==> src/hw/rtl/ssdf_pkg.sv <==
// ----------------------------------------------------------------------------
// ssdf_pkg
// Codes and field widths for the servo status deframer.
// ----------------------------------------------------------------------------
package ssdf_pkg;

   // item kinds carried in req_tuser
   localparam logic [1:0] KIND_START = 2'd0;
   localparam logic [1:0] KIND_BYTE  = 2'd1;
   localparam logic [1:0] KIND_TICK  = 2'd2;

   // final status codes
   localparam logic [2:0] ST_OK        = 3'd0;
   localparam logic [2:0] ST_TIMEOUT   = 3'd1;
   localparam logic [2:0] ST_BAD_ID    = 3'd2;
   localparam logic [2:0] ST_BAD_LEN   = 3'd3;
   localparam logic [2:0] ST_CHECKSUM  = 3'd4;
   localparam logic [2:0] ST_ID_MISM   = 3'd5;
   localparam logic [2:0] ST_TOO_SMALL = 3'd6;

   // configuration register indexes
   localparam logic [1:0] CSR_TIMEOUT = 2'd0;
   localparam logic [1:0] CSR_HEADER  = 2'd1;
   localparam logic [1:0] CSR_MAX_ID  = 2'd2;

   localparam logic [31:0] WAIT_FOREVER = 32'hFFFF_FFFF;
   localparam logic [7:0]  MIN_LENGTH   = 8'd2;

   localparam int REQ_DATA_W = 24;
   localparam int RSP_DATA_W = 40;

   // result payload, last field in the lowest bits
   typedef struct packed {
      logic [4:0] pad;
      logic [7:0] param_count;
      logic [7:0] servo_fault;
      logic [2:0] status;
      logic [7:0] param_byte;
      logic [7:0] param_index;
   } rsp_data_type;

endpackage

==> src/hw/rtl/servo_status_deframer.sv <==
// ----------------------------------------------------------------------------
// servo_status_deframer
// Parses a serial bus servo status packet and emits parameter bytes and at most
// one final status per armed reception.
// ----------------------------------------------------------------------------
// The result of an accepted transaction goes straight into the rsp_ output
// register. Throughput: one transaction per cycle unless a held result stalls
// req_tready; parser state and output register update together in one pass.
// Reset: synchronous, clears the parser to idle and loads the register
// defaults (timeout 1000 ticks, header 0xFF, largest unicast id 253).
module servo_status_deframer (
   input  logic        clock,
   input  logic        reset,
   input  logic        req_tvalid,
   output logic        req_tready,
   input  logic [23:0] req_tdata,   // data_byte, target_id, capacity
   input  logic [1:0]  req_tuser,   // kind
   output logic        rsp_tvalid,
   input  logic        rsp_tready,
   output logic [39:0] rsp_tdata,   // param_index, param_byte, status,
                                    // servo_fault, param_count, zero pad
   output logic        rsp_tuser,   // is_final
   input  logic        csr_we,
   input  logic [1:0]  csr_index,
   input  logic [31:0] csr_wdata
);

   localparam logic [2:0] PH_IDLE  = 3'd0;
   localparam logic [2:0] PH_HUNT  = 3'd1;
   localparam logic [2:0] PH_ID    = 3'd2;
   localparam logic [2:0] PH_LEN   = 3'd3;
   localparam logic [2:0] PH_ERR   = 3'd4;
   localparam logic [2:0] PH_PARAM = 3'd5;
   localparam logic [2:0] PH_CSUM  = 3'd6;

   logic [31:0] timeout_ff;
   logic [7:0]  header_ff;
   logic [7:0]  max_id_ff;

   logic [2:0]  phase_ff, phase_in;
   logic [1:0]  hdr_seen_ff, hdr_seen_in;
   logic [7:0]  want_id_ff, want_id_in;
   logic [7:0]  room_ff, room_in;
   logic [7:0]  rx_id_ff, rx_id_in;
   logic [7:0]  count_ff, count_in;
   logic [7:0]  err_ff, err_in;
   logic [7:0]  sum_ff, sum_in;
   logic [7:0]  index_ff, index_in;
   logic [31:0] elapsed_ff, elapsed_in;
   logic        ovf_ff, ovf_in;

   logic                  rsp_valid_ff;
   logic                  rsp_final_ff;
   ssdf_pkg::rsp_data_type rsp_data_ff;

   logic                  accept;
   logic                  emit;
   logic                  emit_final;
   ssdf_pkg::rsp_data_type res;

   logic [1:0]  kind;
   logic [7:0]  rx_byte;
   logic [7:0]  exp_id;
   logic [7:0]  cap;
   logic [31:0] elapsed_inc;
   logic        timeout_on;
   logic [7:0]  timeout_count;
   logic [7:0]  index_inc;

   assign kind    = req_tuser;
   assign rx_byte = req_tdata[7:0];
   assign exp_id  = req_tdata[15:8];
   assign cap     = req_tdata[23:16];

   // accept a new transaction only when the output register is free or draining
   assign req_tready = !rsp_valid_ff || rsp_tready;
   assign accept     = req_tvalid && req_tready;

   assign rsp_tvalid = rsp_valid_ff;
   assign rsp_tuser  = rsp_final_ff;
   assign rsp_tdata  = rsp_data_ff;

   assign timeout_on    = (timeout_ff != ssdf_pkg::WAIT_FOREVER);
   assign timeout_count = (phase_ff >= PH_ERR) ? count_ff : 8'd0;
   assign elapsed_inc   = (elapsed_ff != 32'hFFFF_FFFF) ? elapsed_ff + 32'd1 : elapsed_ff;
   assign index_inc     = index_ff + 8'd1;

   always_comb begin
      phase_in    = phase_ff;
      hdr_seen_in = hdr_seen_ff;
      want_id_in  = want_id_ff;
      room_in     = room_ff;
      rx_id_in    = rx_id_ff;
      count_in    = count_ff;
      err_in      = err_ff;
      sum_in      = sum_ff;
      index_in    = index_ff;
      elapsed_in  = elapsed_ff;
      ovf_in      = ovf_ff;
      emit        = 1'b0;
      emit_final  = 1'b0;
      res         = '0;

      if (kind == ssdf_pkg::KIND_START) begin
         if (exp_id > max_id_ff) begin
            emit       = 1'b1;
            emit_final = 1'b1;
            res.status = ssdf_pkg::ST_BAD_ID;
            phase_in   = PH_IDLE;
         end else begin
            phase_in    = PH_HUNT;
            hdr_seen_in = 2'd0;
            want_id_in  = exp_id;
            room_in     = cap;
            rx_id_in    = 8'd0;
            count_in    = 8'd0;
            err_in      = 8'd0;
            sum_in      = 8'd0;
            index_in    = 8'd0;
            elapsed_in  = 32'd0;
            ovf_in      = 1'b0;
         end
      end else if (phase_ff != PH_IDLE && kind == ssdf_pkg::KIND_TICK) begin
         elapsed_in = elapsed_inc;
         if (timeout_on && elapsed_inc >= timeout_ff) begin
            emit            = 1'b1;
            emit_final      = 1'b1;
            res.status      = ssdf_pkg::ST_TIMEOUT;
            res.param_count = timeout_count;
            phase_in        = PH_IDLE;
         end
      end else if (phase_ff != PH_IDLE && kind == ssdf_pkg::KIND_BYTE) begin
         if (timeout_on && elapsed_ff >= timeout_ff) begin
            // drop the byte, the reception has run out of time
            emit            = 1'b1;
            emit_final      = 1'b1;
            res.status      = ssdf_pkg::ST_TIMEOUT;
            res.param_count = timeout_count;
            phase_in        = PH_IDLE;
         end else begin
            unique case (phase_ff)
               PH_HUNT: begin
                  if (rx_byte == header_ff) begin
                     hdr_seen_in = hdr_seen_ff + 2'd1;
                     if (hdr_seen_ff != 2'd0) begin
                        phase_in = PH_ID;
                     end
                  end else begin
                     hdr_seen_in = 2'd0;
                  end
               end
               PH_ID: begin
                  if (rx_byte != header_ff) begin
                     if (rx_byte > max_id_ff) begin
                        emit       = 1'b1;
                        emit_final = 1'b1;
                        res.status = ssdf_pkg::ST_BAD_ID;
                        phase_in   = PH_IDLE;
                     end else begin
                        rx_id_in = rx_byte;
                        sum_in   = rx_byte;
                        phase_in = PH_LEN;
                     end
                  end
               end
               PH_LEN: begin
                  if (rx_byte < ssdf_pkg::MIN_LENGTH) begin
                     emit       = 1'b1;
                     emit_final = 1'b1;
                     res.status = ssdf_pkg::ST_BAD_LEN;
                     phase_in   = PH_IDLE;
                  end else begin
                     count_in = rx_byte - ssdf_pkg::MIN_LENGTH;
                     ovf_in   = (rx_byte - ssdf_pkg::MIN_LENGTH) > room_ff;
                     sum_in   = sum_ff + rx_byte;
                     phase_in = PH_ERR;
                  end
               end
               PH_ERR: begin
                  err_in   = rx_byte;
                  sum_in   = sum_ff + rx_byte;
                  index_in = 8'd0;
                  phase_in = (count_ff != 8'd0) ? PH_PARAM : PH_CSUM;
               end
               PH_PARAM: begin
                  sum_in   = sum_ff + rx_byte;
                  index_in = index_inc;
                  if (index_ff < room_ff) begin
                     emit            = 1'b1;
                     res.param_index = index_ff;
                     res.param_byte  = rx_byte;
                     res.param_count = count_ff;
                  end
                  if (index_inc >= count_ff) begin
                     phase_in = PH_CSUM;
                  end
               end
               PH_CSUM: begin
                  emit            = 1'b1;
                  emit_final      = 1'b1;
                  res.param_count = count_ff;
                  phase_in        = PH_IDLE;
                  priority if (rx_byte != ~sum_ff) begin
                     res.status = ssdf_pkg::ST_CHECKSUM;
                  end else if (rx_id_ff != want_id_ff) begin
                     res.status = ssdf_pkg::ST_ID_MISM;
                  end else begin
                     res.status      = ovf_ff ? ssdf_pkg::ST_TOO_SMALL : ssdf_pkg::ST_OK;
                     res.servo_fault = err_ff;
                  end
               end
               default: begin
                  phase_in = PH_IDLE;
               end
            endcase
         end
      end
   end

   always_ff @(posedge clock) begin
      if (reset) begin
         timeout_ff <= 32'd1000;
         header_ff  <= 8'd255;
         max_id_ff  <= 8'd253;
      end else if (csr_we) begin
         unique case (csr_index)
            ssdf_pkg::CSR_TIMEOUT: timeout_ff <= csr_wdata;
            ssdf_pkg::CSR_HEADER:  header_ff  <= csr_wdata[7:0];
            ssdf_pkg::CSR_MAX_ID:  max_id_ff  <= csr_wdata[7:0];
            default: ;
         endcase
      end
   end

   always_ff @(posedge clock) begin
      if (reset) begin
         phase_ff    <= PH_IDLE;
         hdr_seen_ff <= 2'd0;
         want_id_ff  <= 8'd0;
         room_ff     <= 8'd0;
         rx_id_ff    <= 8'd0;
         count_ff    <= 8'd0;
         err_ff      <= 8'd0;
         sum_ff      <= 8'd0;
         index_ff    <= 8'd0;
         elapsed_ff  <= 32'd0;
         ovf_ff      <= 1'b0;
      end else if (accept) begin
         phase_ff    <= phase_in;
         hdr_seen_ff <= hdr_seen_in;
         want_id_ff  <= want_id_in;
         room_ff     <= room_in;
         rx_id_ff    <= rx_id_in;
         count_ff    <= count_in;
         err_ff      <= err_in;
         sum_ff      <= sum_in;
         index_ff    <= index_in;
         elapsed_ff  <= elapsed_in;
         ovf_ff      <= ovf_in;
      end
   end

   always_ff @(posedge clock) begin
      if (reset) begin
         rsp_valid_ff <= 1'b0;
      end else if (accept) begin
         rsp_valid_ff <= emit;
      end else if (rsp_tready) begin
         rsp_valid_ff <= 1'b0;
      end
   end

   // payload needs no reset, load only with a new result
   always_ff @(posedge clock) begin
      if (accept && emit) begin
         rsp_final_ff <= emit_final;
         rsp_data_ff  <= res;
      end
   end

endmodule

==> config.mk <==
export PLATFORM = sky130hd
export DESIGN_NAME = servo_status_deframer
export DESIGN_NICKNAME = d
export VERILOG_FILES = /design/src/hw/rtl/ssdf_pkg.sv /design/src/hw/rtl/servo_status_deframer.sv
export SDC_FILE = /design/constraint.sdc
export NUM_CORES = 1
export LEC_CHECK = 0
export BUFFER_PORTS_ARGS = -buffer_cell sky130_fd_sc_hd__buf_2
export CORE_ASPECT_RATIO = 0.9
export CORE_UTILIZATION = 28
export CTS_BUF_LIST = sky130_fd_sc_hd__clkbuf_16
export DETAILED_ROUTE_END_ITERATION = 8
export MAX_ROUTING_LAYER = met4
export PLACE_DENSITY = 0.49
export SYNTH_ARGS = -nofsm -noshare
export SYNTH_HDL_FRONTEND = slang
export SYNTH_SLANG_ARGS = --single-unit
==> constraint.sdc <==
create_clock -name clock -period 5.9 [get_ports clock]
set_clock_uncertainty 0.1 [all_clocks]
set_input_delay 0.295 -clock clock [delete_from_list [all_inputs] [get_ports clock]]
set_output_delay 0.295 -clock clock [all_outputs]
set_load 0.1 [all_outputs]
==> flow_summary.yaml <==
status:
  run_status: "finished clean"
synthesis:
  synth_async_sr_flop_share: 0
  yosys_warnings: 0
  post_synth.cell_area_avg_um2: 8.56
  syn-instance-count: 1291
  ys.flop_type: "sky130_fd_sc_hd__dfxtp_1"
  number_of_synthesized_flops_with_an_enable_pin: 36
  synth_cell_type_count: 81
  ys_seq_area_frac: 0.357
  postSynthRegisterBits: 179
  synth_area_um2: 11100
route:
  wl_per_cell_um: 17.5
  route.vias.total: 9684
  vias_per_cell: 5.01
  initialDrtViolationCount: 595
  detail_route.drc_violations: 0
  ant_nets: 0
  drt-total-wl_um: 33900
  first_pass_drt_iterations: 5
placed_design:
  placement.cell_area_um2: 12000
  buffer_ports.inserted: 102
  dp_hpwl_um: 24900
  gp_routability_congestion: 0.890
timing:
  worstMarginPinSlew_ns: 1.06
  slew_violations: 0
  report.final.hold_viol_count: 0
  timing.setup.tns_ns: 0
  final_min_period_over_clock_period: 0.902
  slew_headroom: 0.289
  setup_violations: 0
  final.min_clock_period_ns: 5.32
  grt_setup_unrepaired: "false"
  achievable-frequency_mhz: 188
clocking:
  cts-root-to-sink-buffers: 2
  clock-root-buffer: "sky130_fd_sc_hd__clkbuf_16"
  clkLatencyLatePin_ns: 0.45
  clk_pin_slew_ns: 0.07
  cts_tree: "yes"
  cts_repair_resize_count: 0
  deepest_level_of_the_cts_h_tree: 4
  cts.sink_count: 179
  cts_inserted_buffers: 17
setup_path:
  cp.buffers_inverters: 1
  cp_data_required_time_ns: 5.95
  timing.critical_path.slowest_cell_delay_ns: 0.57
  critPathLaunchType: "flip-flop"
  critPathMostFrequentCell: "sky130_fd_sc_hd__o21ai_0"
  critical_path.slowest_cell: "sky130_fd_sc_hd__o21ai_1"
  cp_max_fo: 36
  cpLargestDelayFamily: "compound AO/OA/AOI/OAI gates"
  setup.worst_path.class: "reg2reg"
  critPathCaptureType: "flip-flop"
  arrival_ns: 5.38
  timing.reg2reg.setup_slack_ns: 0.58
  series_of_cell_instances_along_the_critical_path: "nand4_1, nor4_4, nand2b_1, o21ai_1, nor2_1, xor2_1, ha_1, a21oi_1, o21ai_0, a221oi_1, nor2b_1, o311ai_0, o21ai_0, a31oi_1, nor3_4, buf_4"
global_routing:
  maximum_number_of_pins_on_one_net_before_global_route_repair: 55
  grt_remaining_overflow: 0
  number_of_antenna_violations_at_the_first_check_in_global_routing: 0
  grt_pass1_wl_um: 52900
  first_global_vias: 9194
  gr-usage-all-layers: 0.177
cells_and_area:
  num_antenna_cells: 0
  layout-area-overhead-vs-synth_pct: 17.1
  fill_cells: 4114
  finish.utilization: 0.335
  area.sequential_um2: 3940
  nets: 1576
  multi_input_area_um2: 6580
  drive_gt1_frac: 0.123
  postLayoutCellArea_um2: 12900
floorplanning:
  dieArea_um2: 40300
  fp.dieH_um: 190
  ios: 108
  floorplan.initialDensity: 0.286
  core.rowCount: 68
  fp.dieW_um: 211
  core_region_area_um2: 38600
power_and_ir_drop:
  leakage_nw: 5.26
  cellPowerDensity_nw_per_um2: 211
  power.ir.vdd_worst_v: 0.000148
job:
  maxCapViolCount: 0
min_path:
  hold_path_class: "in2reg"
[cell usage after synthesis, types with 4 or more instances]
cell type,number,area share
sky130_fd_sc_hd__nand2b_1,7,0.0040
sky130_fd_sc_hd__and3_1,35,0.020
sky130_fd_sc_hd__nand3_1,37,0.017
sky130_fd_sc_hd__inv_1,73,0.025
sky130_fd_sc_hd__o22ai_1,4,0.0023
sky130_fd_sc_hd__o21ai_0,50,0.023
sky130_fd_sc_hd__and4_1,7,0.0055
sky130_fd_sc_hd__nand4_1,46,0.026
sky130_fd_sc_hd__a211oi_1,7,0.0048
sky130_fd_sc_hd__a31oi_1,22,0.012
sky130_fd_sc_hd__dfxtp_1,143,0.26
sky130_fd_sc_hd__a21oi_1,106,0.048
sky130_fd_sc_hd__or2_2,4,0.0023
sky130_fd_sc_hd__o2bb2ai_1,5,0.0040
sky130_fd_sc_hd__nor3_1,14,0.0063
sky130_fd_sc_hd__nor2_1,59,0.020
sky130_fd_sc_hd__nor2b_1,10,0.0057
sky130_fd_sc_hd__and2_1,11,0.0062
sky130_fd_sc_hd__buf_4,7,0.0048
sky130_fd_sc_hd__or3_1,11,0.0062
sky130_fd_sc_hd__nand3b_1,4,0.0027
sky130_fd_sc_hd__xor2_1,33,0.026
sky130_fd_sc_hd__mux2i_1,14,0.013
sky130_fd_sc_hd__nor4_1,15,0.0085
sky130_fd_sc_hd__buf_2,8,0.0036
sky130_fd_sc_hd__nand2_1,199,0.068
sky130_fd_sc_hd__clkbuf_1,46,0.016
sky130_fd_sc_hd__a22o_1,15,0.012
sky130_fd_sc_hd__a32o_1,5,0.0045
sky130_fd_sc_hd__a21o_1,13,0.0088
sky130_fd_sc_hd__buf_1,6,0.0020
sky130_fd_sc_hd__xnor2_1,31,0.025
sky130_fd_sc_hd__ha_1,116,0.13
sky130_fd_sc_hd__o211ai_1,16,0.011
sky130_fd_sc_hd__edfxtp_1,36,0.098
sky130_fd_sc_hd__o31ai_1,6,0.0041
[logic make-up (layout without fill, tap and decap cells)]
| kind of cell | Yosys count | after routing | synth area share |
|---|---|---|---|
| multiplexers | 16 | 16 | 0.0147 |
| buffers and inverters | 141 | 253 | 0.0512 |
| other | 1 | 5 | 0.000339 |
| XOR/XNOR | 64 | 64 | 0.0507 |
| adder cells (fa/ha/maj) | 117 | 117 | 0.133 |
| AO/OA/AOI/OAI | 290 | 290 | 0.171 |
| AND/OR/NAND/NOR | 483 | 483 | 0.222 |
| flip-flops | 179 | 179 | 0.357 |
[tightest hold or removal path, cell delays in order]
cell	delay [ns]
sky130_fd_sc_hd__buf_2	0.12
sky130_fd_sc_hd__nand2_1	0.05
sky130_fd_sc_hd__nand3_1	0.07
[per-layer routing]
metal | GRT usage | share of wire
met1 | 0.259 | 0.53
met2 | 0.251 | 0.41
met3 | 0.0290 | 0.051
met4 | 0.0385 | 0.0087
met5 | - | 0
[per-stage QoR]
| stage | std cells | total power (W) | setup slack (ns) | hold slack (ns) |
|---|---|---|---|---|
| 6_report | 1932 | 0.00273 | 0.578 | 0.0221 |
| 5_1_grt | 1932 | 0.00285 | 0.0958 | 0.000446 |
| 4_1_cts | 1931 | 0.00276 | 0.559 | 0.00103 |
| 3_5_place_dp | 1864 | 0.00162 | 0.597 | 0.347 |
| 3_3_place_gp | 1864 | 0.00162 | 0.735 | 0.348 |
| 2_1_floorplan | 1295 | 0.00152 | 0.614 | 0.319 |
[cell type report]
type / count / share of cell area
clock inverter: 15 / 0.00947
clock buffer: 17 / 0.0329
tap: 525 / 0.0507
multi-input combinational: 975 / 0.508
inverter: 74 / 0.0215
sequential: 179 / 0.305
timing repair buffer: 147 / 0.0725
[report_power, final]
group          total (W)  leakage [nW]  switching [W]  internal [W]
Combinational   0.000327          3.50       0.000220      0.000108
Sequential       0.00128          1.49      0.0000162       0.00127
Clock            0.00112         0.270       0.000572      0.000553
[sequential cells by signal, summed over array words and instances, names as in the netlist]
| register | cells |
|---|---|
| count_ff | 8 |
| room_ff | 8 |
| rsp_tvalid | 1 |
| max_id_ff | 8 |
| rx_id_ff | 8 |
| rsp_tuser | 1 |
| header_ff | 8 |
| index_ff | 8 |
| ovf_ff | 1 |
| sum_ff | 8 |
| phase_ff | 3 |
| rsp_tdata | 35 |
| err_ff | 8 |
| elapsed_ff | 32 |
| timeout_ff | 32 |
| want_id_ff | 8 |
| hdr_seen_ff | 2 |
[final timing paths]
check | start | endpoint | depth (start not counted)
max | elapsed_ff[20]$_SDFFE_PP0P_ | rsp_tdata[6]$_SDFFCE_PP0P_ | 16
min | csr_wdata[0] | max_id_ff[0]$_SDFFE_PP1P_ | 3
max reg2reg | elapsed_ff[20]$_SDFFE_PP0P_ | rsp_tdata[6]$_SDFFCE_PP0P_ | 16
min reg2reg | room_ff[6]$_SDFFE_PP0P_ | room_ff[6]$_SDFFE_PP0P_ | 2
[layout by cell type (no fill, tap or decap), types with 13 or more instances in the layout]
master / Yosys / routed
sky130_fd_sc_hd__and3_1: 35 / 35
sky130_fd_sc_hd__a22o_1: 15 / 15
sky130_fd_sc_hd__xnor2_1: 31 / 31
sky130_fd_sc_hd__o21ai_0: 50 / 50
sky130_fd_sc_hd__a21oi_1: 106 / 106
sky130_fd_sc_hd__nand2_1: 199 / 199
sky130_fd_sc_hd__nand4_1: 46 / 46
sky130_fd_sc_hd__ha_1: 116 / 116
sky130_fd_sc_hd__buf_2: 8 / 102
sky130_fd_sc_hd__xor2_1: 33 / 33
sky130_fd_sc_hd__nor4_1: 15 / 15
sky130_fd_sc_hd__dlygate4sd3_1: 0 / 36
sky130_fd_sc_hd__inv_1: 73 / 74
sky130_fd_sc_hd__nor2_1: 59 / 57
sky130_fd_sc_hd__nor3_1: 14 / 13
sky130_fd_sc_hd__mux2i_1: 14 / 14
sky130_fd_sc_hd__a31oi_1: 22 / 22
sky130_fd_sc_hd__a21o_1: 13 / 13
sky130_fd_sc_hd__edfxtp_1: 36 / 36
sky130_fd_sc_hd__o211ai_1: 16 / 16
sky130_fd_sc_hd__clkbuf_16: 0 / 17
sky130_fd_sc_hd__nand3_1: 37 / 37
sky130_fd_sc_hd__dfxtp_1: 143 / 143
[timing repair]
action                                  in CTS  in global routing
setup buffers                                0                  0
endpoints found under the setup margin       0                  0
endpoints found under the hold margin       37                  1
hold buffers                                35                  1
Power figures use the tool's default switching activity.
